==> config.mk <==
export PLATFORM = sky130hd
export DESIGN_NAME = uart_dual_ring_fifo_unit
export DESIGN_NICKNAME = d
export VERILOG_FILES = /design/src/rtl/udrf_pkg.sv /design/src/rtl/udrf_ram.sv /design/src/rtl/udrf_ctrl.sv /design/src/rtl/udrf_dp.sv /design/src/rtl/uart_dual_ring_fifo_unit.sv
export VERILOG_INCLUDE_DIRS = /design/src /design/src/rtl
export SDC_FILE = /design/constraint.sdc
export NUM_CORES = 1
export LEC_CHECK = 0
export ABC_CLOCK_PERIOD_IN_PS = 2800
export BUFFER_PORTS_ARGS = -buffer_cell sky130_fd_sc_hd__buf_2
export CORE_AREA = 2 2 298 300
export CTS_BUF_LIST = sky130_fd_sc_hd__clkbuf_2
export DETAILED_ROUTE_END_ITERATION = 6
export DIE_AREA = 0 0 300 302
export GPL_TIMING_DRIVEN = 0
export PLACE_DENSITY_LB_ADDON = 0.1
export SLEW_MARGIN = 20
export SYNTH_ARGS = -nofsm -noshare
export SYNTH_HDL_FRONTEND = slang
export SYNTH_HIERARCHICAL = 1
export SYNTH_SLANG_ARGS = --single-unit
export TNS_END_PERCENT = 1
==> constraint.sdc <==
create_clock -name clk_i -period 2.8 [get_ports clk_i]
set_input_delay 0.42 -clock clk_i [delete_from_list [all_inputs] [get_ports clk_i]]
set_output_delay 0.42 -clock clk_i [all_outputs]
set_load 0.01 [all_outputs]
==> src/rtl/uart_dual_ring_fifo_unit_assert.svh <==
// Assertion macros for the dual UART ring FIFO unit
`ifndef UART_DUAL_RING_FIFO_UNIT_ASSERT_SVH
`define UART_DUAL_RING_FIFO_UNIT_ASSERT_SVH

// Check a property on every rising clock edge outside reset
`define UDRF_ASSERT(lbl, prop, msg) \
  lbl: assert property (@(posedge clk_i) disable iff (!rst_ni) (prop)) else $error(msg);

// Check that a condition leads to a consequence in the next cycle
`define UDRF_ASSERT_NEXT(lbl, ante, cons, msg) \
  lbl: assert property (@(posedge clk_i) disable iff (!rst_ni) (ante) |=> (cons)) \
    else $error(msg);

`endif

==> src/rtl/udrf_pkg.sv <==
// Shared types and codes of the dual UART ring FIFO unit
package udrf_pkg;

  // Operation codes of an input item
  typedef enum logic [2:0] {
    OP_RX_STORE = 3'd0,
    OP_RX_READ  = 3'd1,
    OP_RX_FLUSH = 3'd2,
    OP_TX_WRITE = 3'd3,
    OP_TX_DRAIN = 3'd4
  } op_e;

  // Result status codes
  typedef enum logic [1:0] {
    STAT_OK    = 2'd0,
    STAT_EMPTY = 2'd1,
    STAT_FULL  = 2'd2
  } status_e;

  // Source of the result byte
  typedef enum logic [1:0] {
    SRC_NONE = 2'd0,
    SRC_RX   = 2'd1,
    SRC_TX   = 2'd2
  } src_e;

  // Controller states
  typedef enum logic {
    S_IDLE = 1'b0,
    S_LOAD = 1'b1
  } state_e;

  typedef struct packed {
    logic [2:0] operation;
    logic [7:0] data_byte;
  } in_item_t;

  typedef struct packed {
    logic [7:0] data_out;
    logic [1:0] status;
    logic [5:0] rx_level;
    logic       tx_irq_on;
  } out_item_t;

  // Controller to datapath commands
  typedef struct packed {
    logic accept;
    logic load;
  } cmd_t;

  // Datapath to controller status
  typedef struct packed {
    logic out_free;
  } sts_t;

endpackage

==> src/rtl/udrf_ram.sv <==
// Generic single write port RAM with registered read
module udrf_ram #(
  parameter int WIDTH = 8,
  parameter int DEPTH = 64
) (
  input  logic                                  clk_i,
  input  logic                                  we_i,
  input  logic [((DEPTH > 1) ? $clog2(DEPTH) : 1)-1:0] waddr_i,
  input  logic [WIDTH-1:0]                      wdata_i,
  input  logic                                  re_i,
  input  logic [((DEPTH > 1) ? $clog2(DEPTH) : 1)-1:0] raddr_i,
  output logic [WIDTH-1:0]                      rdata_o
);

  logic [WIDTH-1:0] mem_q [DEPTH];
  logic [WIDTH-1:0] rdata_q;

  // Write and read one entry each per cycle
  always_ff @(posedge clk_i) begin
    if (we_i) begin
      mem_q[waddr_i] <= wdata_i;
    end
    if (re_i) begin
      rdata_q <= mem_q[raddr_i];
    end
  end

  assign rdata_o = rdata_q;

endmodule

==> src/rtl/udrf_ctrl.sv <==
// Controller state machine of the dual UART ring FIFO unit
module udrf_ctrl (
  input  logic            clk_i,
  input  logic            rst_ni,
  input  logic            in_valid_i,
  output logic            in_stall_o,
  input  udrf_pkg::sts_t  sts_i,
  output udrf_pkg::cmd_t  cmd_o
);

  udrf_pkg::state_e state_q, state_d;

  // Hold state
  always_ff @(posedge clk_i or negedge rst_ni) begin
    if (!rst_ni) begin
      state_q <= udrf_pkg::S_IDLE;
    end else begin
      state_q <= state_d;
    end
  end

  // Sequence accept, then result load once the output register frees up
  always_comb begin
    state_d      = state_q;
    cmd_o.accept = 1'b0;
    cmd_o.load   = 1'b0;
    in_stall_o   = 1'b1;
    unique case (state_q)
      udrf_pkg::S_IDLE: begin
        in_stall_o = 1'b0;
        if (in_valid_i) begin
          cmd_o.accept = 1'b1;
          state_d      = udrf_pkg::S_LOAD;
        end
      end
      udrf_pkg::S_LOAD: begin
        if (sts_i.out_free) begin
          cmd_o.load = 1'b1;
          state_d    = udrf_pkg::S_IDLE;
        end
      end
      default: begin
        state_d = udrf_pkg::S_IDLE;
      end
    endcase
  end

endmodule

==> src/rtl/udrf_dp.sv <==
// Datapath: ring pointers, byte memories, interrupt flag and output register
module udrf_dp #(
  parameter int DEPTH = 64
) (
  input  logic                clk_i,
  input  logic                rst_ni,
  input  udrf_pkg::cmd_t      cmd_i,
  output udrf_pkg::sts_t      sts_o,
  input  udrf_pkg::in_item_t  in_item_i,
  input  logic                out_stall_i,
  output logic                out_valid_o,
  output udrf_pkg::out_item_t out_item_o
);

  localparam int PW = (DEPTH > 1) ? $clog2(DEPTH) : 1;
  localparam int CW = PW + 1;
  localparam logic [PW-1:0] LastPos = PW'(DEPTH - 1);

  logic [PW-1:0] rx_head_q, rx_head_d, rx_tail_q, rx_tail_d;
  logic [PW-1:0] tx_head_q, tx_head_d, tx_tail_q, tx_tail_d;
  logic [PW-1:0] rx_head_nxt, rx_tail_nxt, tx_head_nxt, tx_tail_nxt;
  logic          flag_q, flag_d;
  udrf_pkg::src_e    src_q, src_d;
  udrf_pkg::status_e status_q, status_d;
  logic          rx_we, rx_re, tx_we, tx_re;
  logic [7:0]    rx_rdata, tx_rdata;
  logic [CW-1:0] rx_cnt;
  logic          out_valid_q;
  udrf_pkg::out_item_t out_item_q, out_item_d;

  // Advance pointers with wrap at the last position
  assign rx_head_nxt = (rx_head_q == LastPos) ? '0 : rx_head_q + 1'b1;
  assign rx_tail_nxt = (rx_tail_q == LastPos) ? '0 : rx_tail_q + 1'b1;
  assign tx_head_nxt = (tx_head_q == LastPos) ? '0 : tx_head_q + 1'b1;
  assign tx_tail_nxt = (tx_tail_q == LastPos) ? '0 : tx_tail_q + 1'b1;

  // Decode the accepted operation
  always_comb begin
    rx_head_d = rx_head_q;
    rx_tail_d = rx_tail_q;
    tx_head_d = tx_head_q;
    tx_tail_d = tx_tail_q;
    flag_d    = flag_q;
    src_d     = src_q;
    status_d  = status_q;
    rx_we     = 1'b0;
    rx_re     = 1'b0;
    tx_we     = 1'b0;
    tx_re     = 1'b0;
    if (cmd_i.accept) begin
      src_d    = udrf_pkg::SRC_NONE;
      status_d = udrf_pkg::STAT_OK;
      unique case (in_item_i.operation)
        udrf_pkg::OP_RX_STORE: begin
          if (rx_head_nxt == rx_tail_q) begin
            status_d = udrf_pkg::STAT_FULL;
          end else begin
            rx_we     = 1'b1;
            rx_head_d = rx_head_nxt;
          end
        end
        udrf_pkg::OP_RX_READ: begin
          if (rx_head_q == rx_tail_q) begin
            status_d = udrf_pkg::STAT_EMPTY;
          end else begin
            rx_re     = 1'b1;
            src_d     = udrf_pkg::SRC_RX;
            rx_tail_d = rx_tail_nxt;
          end
        end
        udrf_pkg::OP_RX_FLUSH: begin
          rx_tail_d = rx_head_q;
        end
        udrf_pkg::OP_TX_WRITE: begin
          if (tx_head_nxt == tx_tail_q) begin
            status_d = udrf_pkg::STAT_FULL;
          end else begin
            tx_we     = 1'b1;
            tx_head_d = tx_head_nxt;
            flag_d    = 1'b1;
          end
        end
        udrf_pkg::OP_TX_DRAIN: begin
          if (tx_head_q == tx_tail_q) begin
            status_d = udrf_pkg::STAT_EMPTY;
            flag_d   = 1'b0;
          end else begin
            tx_re     = 1'b1;
            src_d     = udrf_pkg::SRC_TX;
            tx_tail_d = tx_tail_nxt;
          end
        end
        default: begin
        end
      endcase
    end
  end

  // Hold pointers and the interrupt flag
  always_ff @(posedge clk_i or negedge rst_ni) begin
    if (!rst_ni) begin
      rx_head_q <= '0;
      rx_tail_q <= '0;
      tx_head_q <= '0;
      tx_tail_q <= '0;
      flag_q    <= 1'b0;
    end else begin
      rx_head_q <= rx_head_d;
      rx_tail_q <= rx_tail_d;
      tx_head_q <= tx_head_d;
      tx_tail_q <= tx_tail_d;
      flag_q    <= flag_d;
    end
  end

  // Hold the pending result source and status
  always_ff @(posedge clk_i) begin
    src_q    <= src_d;
    status_q <= status_d;
  end

  udrf_ram #(
    .WIDTH(8),
    .DEPTH(DEPTH)
  ) u_rx_ram (
    .clk_i  (clk_i),
    .we_i   (rx_we),
    .waddr_i(rx_head_q),
    .wdata_i(in_item_i.data_byte),
    .re_i   (rx_re),
    .raddr_i(rx_tail_q),
    .rdata_o(rx_rdata)
  );

  udrf_ram #(
    .WIDTH(8),
    .DEPTH(DEPTH)
  ) u_tx_ram (
    .clk_i  (clk_i),
    .we_i   (tx_we),
    .waddr_i(tx_head_q),
    .wdata_i(in_item_i.data_byte),
    .re_i   (tx_re),
    .raddr_i(tx_tail_q),
    .rdata_o(tx_rdata)
  );

  // Receive fill level, head minus tail modulo the ring size
  always_comb begin
    if (rx_head_q >= rx_tail_q) begin
      rx_cnt = CW'(rx_head_q) - CW'(rx_tail_q);
    end else begin
      rx_cnt = CW'(rx_head_q) + CW'(DEPTH) - CW'(rx_tail_q);
    end
  end

  // Assemble the result item
  always_comb begin
    case (src_q)
      udrf_pkg::SRC_RX: out_item_d.data_out = rx_rdata;
      udrf_pkg::SRC_TX: out_item_d.data_out = tx_rdata;
      default:          out_item_d.data_out = 8'd0;
    endcase
    out_item_d.status    = status_q;
    out_item_d.rx_level  = 6'(rx_cnt);
    out_item_d.tx_irq_on = flag_q;
  end

  // Output register: set on load, drop once taken
  always_ff @(posedge clk_i or negedge rst_ni) begin
    if (!rst_ni) begin
      out_valid_q <= 1'b0;
    end else if (cmd_i.load) begin
      out_valid_q <= 1'b1;
    end else if (!out_stall_i) begin
      out_valid_q <= 1'b0;
    end
  end

  always_ff @(posedge clk_i) begin
    if (cmd_i.load) begin
      out_item_q <= out_item_d;
    end
  end

  assign sts_o.out_free = !out_valid_q || !out_stall_i;
  assign out_valid_o    = out_valid_q;
  assign out_item_o     = out_item_q;

endmodule

==> src/rtl/uart_dual_ring_fifo_unit.sv <==
// Top level of the dual UART ring FIFO unit
//
//  Channel | Handshake            | Payload
//  --------+----------------------+----------------------------------------
//  in      | in_valid_i/in_stall_o   | in_item_i  (operation, data_byte)
//  out     | out_valid_o/out_stall_i | out_item_o (data_out, status,
//          |                      |             rx_level, tx_irq_on)
//
// For each item, the accept cycle updates the pointers and starts the
// registered memory read; the output register then loads once it is free.
// One item is in flight at a time; a result waiting in the output register
// does not block the next accept, only that item's load.
// Reset clears the pointers and the interrupt flag; the byte memories keep
// their contents and need no clearing pass.
// A stalled output holds its item until taken.
`include "uart_dual_ring_fifo_unit_assert.svh"

module uart_dual_ring_fifo_unit #(
  parameter int DEPTH = 64
) (
  input  logic                clk_i,
  input  logic                rst_ni,
  input  logic                in_valid_i,
  output logic                in_stall_o,
  input  udrf_pkg::in_item_t  in_item_i,
  output logic                out_valid_o,
  input  logic                out_stall_i,
  output udrf_pkg::out_item_t out_item_o
);

  udrf_pkg::cmd_t cmd;
  udrf_pkg::sts_t sts;

  udrf_ctrl u_ctrl (
    .clk_i     (clk_i),
    .rst_ni    (rst_ni),
    .in_valid_i(in_valid_i),
    .in_stall_o(in_stall_o),
    .sts_i     (sts),
    .cmd_o     (cmd)
  );

  udrf_dp #(
    .DEPTH(DEPTH)
  ) u_dp (
    .clk_i      (clk_i),
    .rst_ni     (rst_ni),
    .cmd_i      (cmd),
    .sts_o      (sts),
    .in_item_i  (in_item_i),
    .out_stall_i(out_stall_i),
    .out_valid_o(out_valid_o),
    .out_item_o (out_item_o)
  );

  // Busy in the cycle after an accepted item
  `UDRF_ASSERT_NEXT(a_busy_after_accept, in_valid_i && !in_stall_o, in_stall_o, "accept not followed by busy")

  // A load never overwrites a result that is still waiting
  `UDRF_ASSERT(a_load_no_overwrite, !cmd.load || !out_valid_o || !out_stall_i, "result overwritten")

  // A taken result is not shown again without a new load
  `UDRF_ASSERT_NEXT(a_no_repeat, out_valid_o && !out_stall_i && !cmd.load, !out_valid_o, "result repeated")

endmodule

After elaboration in Yosys (flattened, before gate mapping):

Memory sizes are Yosys's and may differ from the RTL's. A register that Yosys moved wholly into a read port is not among the register bits.
Cells that the tools add are included.

* register bits after elaboration: 48
* logic and storage cells: 100
* memories: 2
* memory bits (writable): 1024

* reduce and logical (&&, ||, !) cells: 11
* muxes and demuxes: 44
* equal/unequal tests: 18
* bitwise gates (word level): 4
* order comparisons: 1
* add/subtract/negate cells: 7

Memory list
* u_dp.u_rx_ram.mem_q: words 64, bits a word 8, read ports 1, clocked after Yosys merged registers in 1, wr ports 1, RTL line udrf_ram.sv:15 `logic [WIDTH-1:0] mem_q [DEPTH];`
* u_dp.u_tx_ram.mem_q: words 64, bits a word 8, read ports 1, clocked after Yosys merged registers in 1, wr ports 1, RTL line udrf_ram.sv:15

Operators with widths (number)
* two-way mux 6 bit: 6
* adder 6 x 1 -> 6 bit, second input constant: 5
* two-way mux 1 bit: 29
* == test 6 bit: 4
* == test 6 bit, second input constant: 4
* case mux 8 bit (2 select lines): 1
* case mux 6 bit (2 select lines): 1
* AND reduction 3 bit: 4
* subtractor 6 bit: 2
* case mux 2 bit (4 select lines): 1
* == test 3 x 2 -> 1 bit, second input constant: 2
* >= comparator 6 bit: 1
* two-way mux 2 bit: 3
* inequality test 2 x 1 -> 1 bit, second input constant: 2
* inequality test 2 bit, second input constant: 2
* inverter 1 bit: 4
* case mux 1 bit (2 select lines): 2
* case mux 2 bit (2 select lines): 1
* AND reduction 4 bit: 1
* nonzero test 2 bit: 2
* == test 3 x 1 -> 1 bit, second input constant: 1
* == test 3 bit, second input constant: 1
* zero test 3 bit: 1
* == test 2 x 1 -> 1 bit, second input constant: 1
* 3 further kinds: 4

Depth between registers and ports, before layout:

Gate-level depths: netlist (run 1).

* word-level depth: 8
* depth in mapped cells: 11
* gate-level depth less buffers: 10

Modules after synthesis:

Netlist (run 1), hierarchy kept.

Modules (own cells, without submodules)
* udrf_ram: instances 2, sequential area each 15615.0 um^2, area each 20246.9 um^2, cells an instance 940
* udrf_dp: instances 1, sequential area each 1281.2 um^2, area each 2951.6 um^2, cells an instance 294
* udrf_ctrl: instances 1, sequential area each 25.0 um^2, area each 52.6 um^2, cells an instance 5

Worst setup path after synthesis (run 1):

Ideal clock, no wire load.

* path kind: flip-flop to flip-flop
* from: register u_dp.tx_head_q[0]
* to: memory u_dp.u_tx_ram.mem_q[62][0], enable pin
* data arrival time: 2.588 ns
* path slack: -0.158 ns
* buffers on the path: 1
* setup time: 0.370 ns
* stages on the path, launching flop included: 12
* cells stage by stage: dfrtp_1 -> ha_1 -> buf_6 -> a21oi_1 -> nor3_1 -> a211oi_2 -> nor4_4 -> nand2b_4 -> inv_1 -> nor2b_1 -> nand3_1 -> nor2_1

* longest elaborated chain between the ends: 8
* elaborated cells between the ends (all ways): 9

Ends and longest elaborated chain
* from (decl): RTL line udrf_dp.sv:20 `logic [PW-1:0] tx_head_q, tx_head_d, tx_tail_q, tx_tail_d;`
* from (signal assigned): RTL line udrf_dp.sv:110 `tx_head_q <= tx_head_d;`
* adder 6 x 1 -> 6 bit / == test 6 bit (equally long branches): RTL line udrf_dp.sv:34 `assign tx_head_nxt = (tx_head_q == LastPos) ? '0 : tx_head_q + 1'b1;`
* two-way mux 6 bit (*): RTL line udrf_dp.sv:34
* == test 6 bit (*): RTL line udrf_dp.sv:75 `if (tx_head_nxt == tx_tail_q) begin`
* two-way mux 1 bit (*): RTL line udrf_dp.sv:75
* two-way mux 1 bit (*): RTL line udrf_dp.sv:53 `unique case (in_item_i.operation)`
* two-way mux 1 bit (*): RTL line udrf_dp.sv:50 `if (cmd_i.accept) begin`
* via u_dp.tx_we: RTL line udrf_dp.sv:25 `logic rx_we, rx_re, tx_we, tx_re;`
* two-way mux 1 bit (*): RTL line udrf_ram.sv:20 `if (we_i) begin`
* two-way mux 1 bit (not written as such) (*): RTL line udrf_ram.sv:21 `mem_q[waddr_i] <= wdata_i;`
* to (decl): RTL line udrf_ram.sv:15

The timed path passes the listed nets; every way through them passes the cells marked *.

Final worst setup path (run 1):

* from: register u_dp.rx_head_q[0]
* to: memory u_dp.u_rx_ram.mem_q[46][5], enable pin

* longest elaborated chain between the ends: 8
* elaborated cells between the ends (all ways): 9

Ends and longest elaborated chain
* from (decl): RTL line udrf_dp.sv:19 `logic [PW-1:0] rx_head_q, rx_head_d, rx_tail_q, rx_tail_d;`
* from (signal assigned): RTL line udrf_dp.sv:108 `rx_head_q <= rx_head_d;`
* adder 6 x 1 -> 6 bit / == test 6 bit (equally long branches): RTL line udrf_dp.sv:32 `assign rx_head_nxt = (rx_head_q == LastPos) ? '0 : rx_head_q + 1'b1;`
* two-way mux 6 bit (*): RTL line udrf_dp.sv:32
* == test 6 bit (*): RTL line udrf_dp.sv:55 `if (rx_head_nxt == rx_tail_q) begin`
* two-way mux 1 bit (*): RTL line udrf_dp.sv:55
* two-way mux 1 bit (*): RTL line udrf_dp.sv:53
* two-way mux 1 bit (*): RTL line udrf_dp.sv:50
* via u_dp.rx_we: RTL line udrf_dp.sv:25
* two-way mux 1 bit (*): RTL line udrf_ram.sv:20
* two-way mux 1 bit (not written as such) (*): RTL line udrf_ram.sv:21
* to (decl): RTL line udrf_ram.sv:15

Marks and branches as above.

==> results of run 1 <==
[through the flow]
stage	hold WS (ps)	power, mW	instance area (µm²)	setup slack (ps)
after detailed placement	416	30.0	45600	-1350
after global placement	408	29.9	45300	-1140
after floorplan	124	26.2	43700	-104
after global routing	225	42.9	51700	-287
after CTS	88.3	41.2	51400	-196
final	270	41.1	51700	-184
[worst register-to-register path, stage by stage, from the launching register on]
cell and delay [ps]:
dfrtp_4 530, inv_4 100, ha_1 250, inv_1 110, nand4_1 120, or3b_4 440, o21ai_4 220, clkinv_4 110
nor2b_4 150, buf_12 140, nand3_4 90, buf_12 170, nor2_4 70, buf_12 180
[power breakdown]
| part | switching [mW] | total [mW] | internal (mW) |
|---|---|---|---|
| clock | 6.18 | 10.3 | 4.08 |
| combinational | 6.84 | 12.3 | 5.51 |
| sequential | 0.247 | 18.5 | 18.2 |
[flip-flops by register name (all words and copies together), names as in the netlist]
signal,count
u_dp/u_rx_ram/mem_q,512
u_dp/flag_q,1
u_dp/tx_head_q,6
u_dp/rx_tail_q,6
u_dp/rx_head_q,6
u_dp/u_tx_ram/mem_q,512
u_dp/tx_tail_q,6
u_dp/u_rx_ram/rdata_o,8
u_dp/out_valid_o,1
u_ctrl/state_q,1
u_dp/status_q,2
u_dp/out_item_o,17
u_dp/src_q,2
u_dp/u_tx_ram/rdata_o,8
[cell families (layout without fill, tap and decap cells)]
group | Yosys count | in the layout | synth area share [%]
AND/OR/NAND/NOR | 406 | 406 | 4.44
buffers and inverters | 139 | 836 | 1.91
multiplexers | 331 | 331 | 15.0
other | 0 | 10 | 0
AO/OA/AOI/OAI | 178 | 178 | 2.99
flip-flops | 1088 | 1088 | 74.8
XOR/XNOR | 25 | 25 | 0.521
adder cells (fa/ha/maj) | 12 | 12 | 0.362
[layout by cell type (no fill, tap or decap), types with 18 or more instances in the layout]
cell           Yosys  final
dlygate4sd3_1      0     35
mux4_2           252    252
nor2_4             0    124
buf_12             4     47
o21ai_0           21     18
inv_1             21     18
edfxtp_1        1061   1061
nand2_1           55     49
buf_2             24     32
buf_6             13     95
nor2b_1           35     33
clkinv_1           0     48
clkbuf_2           0    424
mux2_2            28     27
buf_4             28     67
clkbuf_1          39     20
nand3_1           40     28
mux2i_1           48     46
nor2_1           187     62
[metal layers]
layer | track usage, % | part of all wire (%) | vias to the layer above
met5 | 0 | 0 | -
met4 | 11.3 | 4.1 | 0
met3 | 4.39 | 5.5 | 258
met2 | 42.0 | 51 | 950
met1 | 32.8 | 40 | 12500
li1 | - | - | 10200
[layout make-up]
type | count | area [µm²] | area share [%]
buffer | 116 | 945 | 1.83
inverter | 21 | 90.1 | 0.174
clock inverter | 64 | 297 | 0.574
multi-input combinational | 952 | 11600 | 22.4
timing repair buffer | 224 | 2660 | 5.15
antenna | 10 | 25.0 | 0.0484
sequential | 1088 | 32600 | 63.0
tap | 1165 | 1460 | 2.82
clock buffer | 411 | 2060 | 3.98
[path summary, 6_finish.rpt]
kind                                          startpoint                              endpoint  slack, ps  depth (start not counted)
max reg2reg                u_dp/rx_head_q[0]$_DFFE_PN0P_  u_dp/u_rx_ram/mem_q[46][5]$_DFFE_PP_       -180                         13
max                        u_dp/rx_head_q[0]$_DFFE_PN0P_  u_dp/u_rx_ram/mem_q[46][5]$_DFFE_PP_       -180                         13
min                                          out_stall_i          u_dp/out_valid_o$_DFFE_PN0P_        270                          5
min in group asynchronous                         rst_ni         u_dp/tx_tail_q[2]$_DFFE_PN0P_        500                          5
max in group asynchronous                         rst_ni         u_dp/tx_tail_q[0]$_DFFE_PN0P_       2040                          5
min reg2reg                   u_dp/status_q[0]$_DFFE_PP_          u_dp/out_item_o[7]$_DFFE_PP_        410                          0
[what timing repair did]
item | 4_1_cts | 5_1_grt
gates cloned | 0 | 0
setup endpoints to repair | 1042 | 1000
hold endpoints to repair | 1149 | 0
buffers inserted | 123 | 19
pin swaps | 95 | 42
hold buffers | 43 | 0
gates resized for setup | 424 | 46
==> flow_summary_export.csv, run 1 <==
group,metric,value,unit
run_status,outcome,"finished with violations",
run_status,violations,"negative setup slack",
synth,postSynthAreaPerCell,20.0,µm²
cts,path_clk_slew,100,ps
synth,yosys-top-cells-count,"edfxtp_1, mux4_2, nor2_1, nand2_1, mux2i_1",
cells_and_area,fillerInstances,6485,
synth,yosys.cell_count.top_type,"edfxtp_1",
routing,drt-pass1-iter-count,6,
synth,synth_cell_types,76,
routing,viasPerCell,5.90,
synth,syn_nets,2206,
global_routing,grt_max_degree,101,
synth,synthArstFlopShare,2.48,%
sta,final.setup.worst_slack,-184,ps
global_routing,track_usage,25.2,%
floorplanning,num_rows,109,
min_path,hold_class,"input port to flip-flop",
sta,clock_skew,127,ps
worst_setup_path,cp_max_fo,8,
worst_setup_path,slowest_delay,530,ps
sta,finalCritPeriodShare,107,%
worst_setup_path,worstPathArrival,4180,ps
cts,cts.path.max_buffers,4,
worst_setup_path,start_kind,"flip-flop",
place,dp.cells,3385,
floorplanning,die_x,300,µm
sta,fmax,335,MHz
synth,syn-instance-count,2179,
synth,seq_area_frac_synth,74.8,%
sta,worst_pin_slew,1060,ps
synth,yosys_most_used_dff,"edfxtp_1",
floorplanning,start_util,49.7,%
sta,rsz0062_at_grt,"yes",
synth,netlist_area,43500,µm²
cells_and_area,final_util,59.0,%
cts,cts_tree,"yes",
sta,finalSetupTns,-54010,ps
run,cap_viol_max_count,0,
worst_setup_path,cpMostUsedCell,"buf_12",
cts,cts_sinks,1088,
global_routing,grt_pass1_wl,164,mm
pwr,p_leak,16.6,nW
pwr,power_density,795,nW/µm²
cts,cts-root-buf,"clkbuf_2",
sta,hold_viol,0,
synth,ys.warnings.count,6,
synth,synth_top_area_share,73.2,%
worst_setup_path,path_delay_family,"simple AND/OR/NAND/NOR gates",
floorplanning,core,87600,µm²
routing,finalWirelength,112,mm
cts,clk_latency,1510,ps
synth,synthTopCellsByArea,"edfxtp_1, mux4_2, nor2_1, dfrtp_1, mux2i_1",
routing,route.vias.total,23900,
floorplanning,ios,34,
worst_setup_path,crit_path_top_delay_cell,"dfrtp_4",
worst_setup_path,required,4000,ps
cts,cts_buffers,293,
routing,post_drt_wl_per_cell,27.7,µm
place,place_hpwl,69.9,mm
cells_and_area,final_nets,2723,
floorplanning,die_y,302,µm
place,port_buffers,32,
global_routing,gr-total-overflow,0,
worst_setup_path,crit_buf_inv,6,
routing,drt.antenna.violating_nets,0,
cells_and_area,drive_gt1_share,42.0,%
floorplanning,die-area,90600,µm²
sta,finalMaxSlewViolations,0,
worst_setup_path,path_cells,"inv_4 > ha_1 > inv_1 > nand4_1 > or3b_4 > o21ai_4 > clkinv_4 > nor2b_4 > buf_12 > nand3_4 > buf_12 > nor2_4 > buf_12",
sta,finalSetupViolCount,782,
routing,drc,0,
cells_and_area,area_growth,18.8,%
sta,relSlewSlack,28.9,%
synth,ys_ff_latch,1088,
synth,yosysTopAreaCell,"edfxtp_1",
cts,htreeDepth,5,
worst_setup_path,critPathKind,"flip-flop to flip-flop",
sta,period_minus_slack,2980,ps
global_routing,grt_pass1_vias,24800,
synth,synth-edff-count,1061,
pwr,worst_ir_drop_vdd,0.434,mV
worst_setup_path,critPathCaptureType,"flip-flop",
place,gp_congestion,0.917,
cells_and_area,instances_no_fill,4051,
global_routing,antenna_found_initial,2,
routing,first_iter_violations,2137,
(Power assumes the default switching activity.)
==> inputs of run 2 (changes only) <==
--- a/config.mk
+++ b/config.mk
@@ -8,10 +8,12 @@
 export LEC_CHECK = 0
 export ABC_CLOCK_PERIOD_IN_PS = 2800
 export BUFFER_PORTS_ARGS = -buffer_cell sky130_fd_sc_hd__buf_2
-export CORE_AREA = 2 2 298 300
+export CELL_PAD_IN_SITES_DETAIL_PLACEMENT = 1
+export CELL_PAD_IN_SITES_GLOBAL_PLACEMENT = 2
+export CORE_AREA = 2 2 308 310
 export CTS_BUF_LIST = sky130_fd_sc_hd__clkbuf_2
 export DETAILED_ROUTE_END_ITERATION = 6
-export DIE_AREA = 0 0 300 302
+export DIE_AREA = 0 0 310 312
 export GPL_TIMING_DRIVEN = 0
 export PLACE_DENSITY_LB_ADDON = 0.1
 export SLEW_MARGIN = 20
==> run 2 against run 1 <==
Net effect:
- the flow still finishes with violations (negative setup slack)
- via count down 0.20%
- sequential cell count unchanged
- setup slack worse by 23 ps
- sequential power about the same
- global-route usage up 0.34 points
- clock-buffer cell count up 7
- critical path depth down 1
- total power up 1.5%
- sequential share of layout area about the same
- utilization down 3.5 points
- clock skew down 18 ps
==> flow_summary_export.csv, run 2 (synthesized netlist as in run 1, its figures left out) <==
group,metric,value,unit
run_status,outcome,"finished with violations",
run_status,violations,"negative setup slack",
pwr,seqPwrFrac,44.4,%
cells_and_area,area_growth,18.7,%
floorplanning,ios,34,
cells_and_area,layout_common_cells,"edfxtp_1, clkbuf_2, mux4_2",
cells_and_area,final_nets,2703,
global_routing,grt_pass1_vias,25700,
pwr,p_leak,16.6,nW
global_routing,track_usage,25.5,%
cells_and_area,fillerInstances,8503,
routing,drt.antenna.violating_nets,0,
worst_setup_path,worstPathArrival,4220,ps
worst_setup_path,cp_max_fo,7,
min_path,hold_class,"input port to flip-flop",
routing,post_drt_wl_per_cell,29.3,µm
cts,cts_sinks,1088,
place,port_buffers,32,
sta,finalSetupViolCount,857,
floorplanning,die-area,96700,µm²
sta,finalCritPeriodShare,107,%
min_path,min_path_cells,5,
sta,hold_viol,0,
cts,clk_latency,1510,ps
global_routing,grt_pass1_wl,175,mm
worst_setup_path,critPathKind,"flip-flop to flip-flop",
sta,relSlewSlack,32.1,%
cells_and_area,final_area,51600,µm²
run,cap_viol_max_count,0,
floorplanning,start_util,46.7,%
pwr,swShare,32.9,%
sta,fmax,333,MHz
cts,path_clk_slew,100,ps
cells_and_area,final_common_cell,"edfxtp_1",
worst_setup_path,reg2regPathDepth,12,
routing,drt-pass1-iter-count,5,
place,place_hpwl,76.7,mm
sta,clock_skew,109,ps
cts,cts.path.max_buffers,4,
floorplanning,die_y,312,µm
sta,fin_hold_ws,271,ps
sta,worst_pin_slew,1020,ps
floorplanning,die_x,310,µm
worst_setup_path,start_kind,"flip-flop",
cts,htreeDepth,5,
pwr,clockPowerShare,25.3,%
worst_setup_path,required,4010,ps
routing,route.vias.total,23900,
routing,drc,0,
worst_setup_path,critPathCaptureType,"flip-flop",
cts,cts_buffers,298,
sta,final.setup.worst_slack,-207,ps
routing,viasPerCell,5.79,
sta,period_minus_slack,3010,ps
floorplanning,core,93000,µm²
cts,cts_tree,"yes",
sta,rsz0062_at_grt,"yes",
pwr,worst_ir_drop_vdd,0.434,mV
pwr,p_int,28.0,mW
routing,first_iter_violations,1844,
global_routing,gr-total-overflow,0,
pwr,switchingPower,13.7,mW
place,gp_congestion,0.849,
cts,cts-root-buf,"clkbuf_2",
place,placed_area,45700,µm²
pwr,p_comb_share,30.2,%
sta,finalMaxSlewViolations,0,
sta,finalSetupTns,-63000,ps
global_routing,grt_max_degree,105,
pwr,power_density,807,nW/µm²
global_routing,antenna_found_initial,1,
floorplanning,num_rows,112,
routing,finalWirelength,121,mm
cells_and_area,drive_gt1_share,42.0,%
## run 2: cell types whose count changed in the layout (fill, tap and decap cells not counted), moves of 5 or more
cell,change
buf_6,-25
clkbuf_2,+15
clkbuf_4,-5
buf_12,+6
## run 2: cell type report
class,count,area (µm²),share of cell area [%]
plain buffers,117,978,1.89
well taps,1254,1570,3.04
inverters,21,88.8,0.172
flip-flops and latches,1088,32600,63.0
repair buffers,198,2410,4.67
diodes,8,20.0,0.0388
clock buffers,418,2090,4.05
clock inverters,68,342,0.661
multi-input cells,952,11600,22.4
## run 2: path summary, 6_finish.rpt
path,endpoint,from,slack [ps]
worst max-delay path,u_dp/u_rx_ram/mem_q[8][1]$_DFFE_PP_,u_dp/rx_tail_q[0]$_DFFE_PN0P_,-210
worst min-delay path,u_dp/out_valid_o$_DFFE_PN0P_,out_stall_i,270
worst max register to register,u_dp/u_rx_ram/mem_q[8][1]$_DFFE_PP_,u_dp/rx_tail_q[0]$_DFFE_PN0P_,-210
worst min register to register,u_dp/out_item_o[7]$_DFFE_PP_,u_dp/status_q[0]$_DFFE_PP_,440
max in group asynchronous,u_dp/rx_head_q[0]$_DFFE_PN0P_,rst_ni,2000
min in group asynchronous,u_dp/tx_head_q[3]$_DFFE_PN0P_,rst_ni,560
## run 2: critical path, cell delays in order (launching register included)
cell,delay [ps]
dfrtp_2,540
ha_1,350
inv_1,110
nand4_1,100
or3b_4,430
o21ai_4,180
clkinvlp_4,210
nor2b_4,200
buf_6,130
nand2_8,150
buf_4,160
nor2_4,40
buf_6,170
## run 2: routing by layer
| metal | part of all wire, % | vias up | track usage [%] |
|---|---|---|---|
| met5 | 0 | - | 0 |
| met4 | 3.8 | 0 | 11.3 |
| met3 | 4.8 | 252 | 4.66 |
| met2 | 51 | 781 | 42.8 |
| met1 | 40 | 12700 | 32.6 |
| li1 | - | 10200 | - |
## run 2: repair_timing
action                                  in CTS  in global routing
hold buffers                                42                  0
hold endpoints to repair                  1125                  0
setup buffers                               77                 40
pin swaps                                   72                 63
gates resized for setup                    372                 77
endpoints found under the setup margin    1042               1045
## run 2: stage by stage
stage | power, mW | std cells | setup WS (ps) | utilization [%]
after floorplan | 26.2 | 2179 | -104 | -
after global placement | 30.3 | 3465 | -1390 | 48.8
after detailed placement | 30.4 | 3473 | -1580 | 49.1
after CTS | 41.9 | 4077 | -297 | 54.7
after global routing | 43.5 | 4117 | -311 | 55.5
final | 41.7 | 4124 | -207 | 55.5
## run 2: power by group through the flow
stage,Sequential [mW],Clock [mW],Combinational [mW]
2_1_floorplan,18.8,0,7.36
3_3_place_gp,18.9,0,11.3
3_5_place_dp,18.9,0,11.5
4_1_cts,18.5,10.9,12.5
5_1_grt,18.6,11.7,13.2
6_report,18.5,10.6,12.6
==> inputs of run 3 (changes only) <==
--- a/config.mk
+++ b/config.mk
@@ -10,10 +10,10 @@
 export BUFFER_PORTS_ARGS = -buffer_cell sky130_fd_sc_hd__buf_2
 export CELL_PAD_IN_SITES_DETAIL_PLACEMENT = 1
 export CELL_PAD_IN_SITES_GLOBAL_PLACEMENT = 2
-export CORE_AREA = 2 2 308 310
+export CORE_AREA = 2 2 281 339
 export CTS_BUF_LIST = sky130_fd_sc_hd__clkbuf_2
 export DETAILED_ROUTE_END_ITERATION = 6
-export DIE_AREA = 0 0 310 312
+export DIE_AREA = 0 0 283 341
 export GPL_TIMING_DRIVEN = 0
 export PLACE_DENSITY_LB_ADDON = 0.1
 export SLEW_MARGIN = 20
==> run 3 against run 2 <==
Net effect:
- the run still ends with negative setup slack left
- utilization down 0.27 points
- clock-buffer cell count shrank 44
- worst hold slack got worse by 32 ps
- register-to-register slack improved by 30 ps
- final cell count down 1.1%
- fmax up 1.1%
- die area shrank 0.22%
- via count down 0.99%
- setup slack better by 34 ps
- combinational power hardly changed
- non-clock buffer count fell by 10
- critical endpoint is now u_dp/u_tx_ram/mem_q[14][2]$_DFFE_PP_
- largest power group unchanged
- highest routed layer unchanged
==> flow_summary_export.csv, run 3 (synthesized netlist as in run 1, its figures left out) <==
group,metric,value,unit
global_routing,antenna_found_initial,2,
sta,relSlewSlack,35.0,%
sta,finalMaxSlewViolations,0,
pwr,seqPwrFrac,44.6,%
sta,worst_pin_slew,975,ps
worst_setup_path,cpMostUsedCell,"buf_12",
routing,finalWirelength,121,mm
global_routing,grt_pass1_wl,177,mm
floorplanning,start_util,46.7,%
floorplanning,die_y,341,µm
sta,fin_hold_ws,238,ps
worst_setup_path,worstPathArrival,4070,ps
cells_and_area,instances_no_fill,4079,
sta,finalSetupViolCount,374,
pwr,worst_ir_drop_vdd,0.366,mV
cts,path_clk_slew,110,ps
worst_setup_path,required,3890,ps
cells_and_area,drive_gt1_share,40.7,%
floorplanning,die_x,283,µm
worst_setup_path,critPathCaptureType,"flip-flop",
worst_setup_path,slowest_delay,430,ps
cts,cts_buffers,285,
sta,rsz0062_at_grt,"yes",
min_path,min_path_cells,6,
worst_setup_path,crit_buf_inv,5,
place,gp_congestion,0.845,
worst_setup_path,path_depth,14,
global_routing,track_usage,25.5,%
sta,finalSetupTns,-18990,ps
place,placed_area,45700,µm²
worst_setup_path,critPathKind,"flip-flop to flip-flop",
routing,viasPerCell,5.79,
cells_and_area,final_util,55.2,%
floorplanning,num_rows,123,
run_status,outcome,"finished with violations",
worst_setup_path,path_cells,"ha_2 > buf_6 > o21ba_1 > a221oi_2 > o22ai_2 > nor4_4 > nand2b_4 > clkinvlp_4 > nor2b_4 > buf_12 > nand3_4 > buf_12 > nor2_4 > buf_12",
pwr,swShare,32.7,%
cts,cts.path.max_buffers,4,
cts,cts_tree,"yes",
pwr,clockPowerShare,25.3,%
cts,cts-root-buf,"clkbuf_2",
worst_setup_path,cp_max_fo,8,
cells_and_area,area_growth,18.2,%
cells_and_area,final_nets,2680,
run,cap_viol_max_count,0,
global_routing,grt_pass1_vias,25900,
floorplanning,die-area,96500,µm²
routing,drc,0,
cts,cts_sinks,1088,
global_routing,gr-total-overflow,0,
sta,fmax,336,MHz
sta,final.setup.worst_slack,-173,ps
sta,clock_skew,175,ps
routing,first_iter_violations,1610,
global_routing,grt_max_degree,97,
worst_setup_path,start_kind,"flip-flop",
place,port_buffers,32,
cells_and_area,final_common_cell,"edfxtp_1",
routing,drt.antenna.violating_nets,0,
place,preCtsSetupSlack,-1540,ps
pwr,p_comb_share,30.0,%
worst_setup_path,crit_path_top_delay_cell,"dfrtp_2",
sta,finalCritPeriodShare,106,%
cells_and_area,final_area,51400,µm²
routing,drt-pass1-iter-count,5,
pwr,p_leak,16.4,nW
cells_and_area,layout_common_cells,"edfxtp_1, clkbuf_2, mux4_2",
cts,clk_latency,1410,ps
pwr,power_density,806,nW/µm²
run_status,violations,"negative setup slack",
worst_setup_path,reg2regPathDepth,14,
place,dp.cells,3469,
worst_setup_path,path_delay_family,"simple AND/OR/NAND/NOR gates",
sta,hold_viol,0,
floorplanning,ios,34,
routing,post_drt_wl_per_cell,29.6,µm
routing,route.vias.total,23600,
min_path,hold_class,"input port to flip-flop",
place,place_hpwl,77.7,mm
floorplanning,core,93100,µm²
pwr,switchingPower,13.6,mW
pwr,p_total,41.5,mW
pwr,p_int,27.9,mW
cts,htreeDepth,5,
sta,period_minus_slack,2970,ps
==> run 3: changes by cell type in the layout (fill, tap and decap cells not counted), moves of 3 or more <==
cell	change
clkinv_1	+10
buf_12	-6
buf_6	-6
bufinv_16	+4
diode_2	-5
dlygate4sd3_1	-3
clkbuf_2	-48
==> run 3: final timing paths <==
path                                                   endpoint  slack (ps)                     startpoint
min                               u_dp/rx_tail_q[4]$_DFFE_PN0P_         240                   in_item_i[8]
min reg2reg                        u_dp/out_item_o[7]$_DFFE_PP_         420     u_dp/status_q[0]$_DFFE_PP_
min in group asynchronous         u_dp/tx_tail_q[3]$_DFFE_PN0P_         700                         rst_ni
max reg2reg                u_dp/u_tx_ram/mem_q[14][2]$_DFFE_PP_        -170  u_dp/tx_head_q[1]$_DFFE_PN0P_
max in group asynchronous         u_dp/rx_head_q[5]$_DFFE_PN0P_        1850                         rst_ni
max                        u_dp/u_tx_ram/mem_q[14][2]$_DFFE_PP_        -170  u_dp/tx_head_q[1]$_DFFE_PN0P_
==> run 3: worst reg2reg max path, delay by kind of cell (launching register included) <==
family	cells	cell delay, ps
flops	1	430
fa+ha+maj	1	170
buf+inv	5	760
compound gates	3	590
simple gates	5	810
==> run 3: metal layers <==
metal  vias to the layer above  share of wire, %  track usage (%)
met5                         -                 0                0
met4                         0               3.0             10.5
met3                       207               4.3             4.44
met2                       744                54             45.0
met1                     12600                39             31.1
li1                      10100                 -                -
==> run 3: power by group through the flow <==
stage	sequential, mW	clock (mW)	combinational [mW]
final	18.5	10.5	12.5
after global routing	18.5	11.7	13.0
after CTS	18.5	10.9	12.5
after detailed placement	18.9	0	11.5
after global placement	18.9	0	11.3
after floorplan	18.8	0	7.36
==> run 3: layout make-up <==
type / instances / area [µm²]
well taps: 1250 / 1560
fillers: 8404 / 41700
multi-input cells: 952 / 11600
repair buffers: 188 / 2300
plain buffers: 117 / 938
flip-flops and latches: 1088 / 32600
clock inverters: 86 / 522
clock buffers: 374 / 1870
diodes: 3 / 7.51
inverters: 21 / 90.1
==> run 3: timing repair <==
action	CTS	global route
pin swaps	76	56
setup endpoints to repair	1052	857
cloned	0	0
buffers inserted	95	16
resized for setup	386	45
hold endpoints to repair	1156	0
hold buffers	40	0
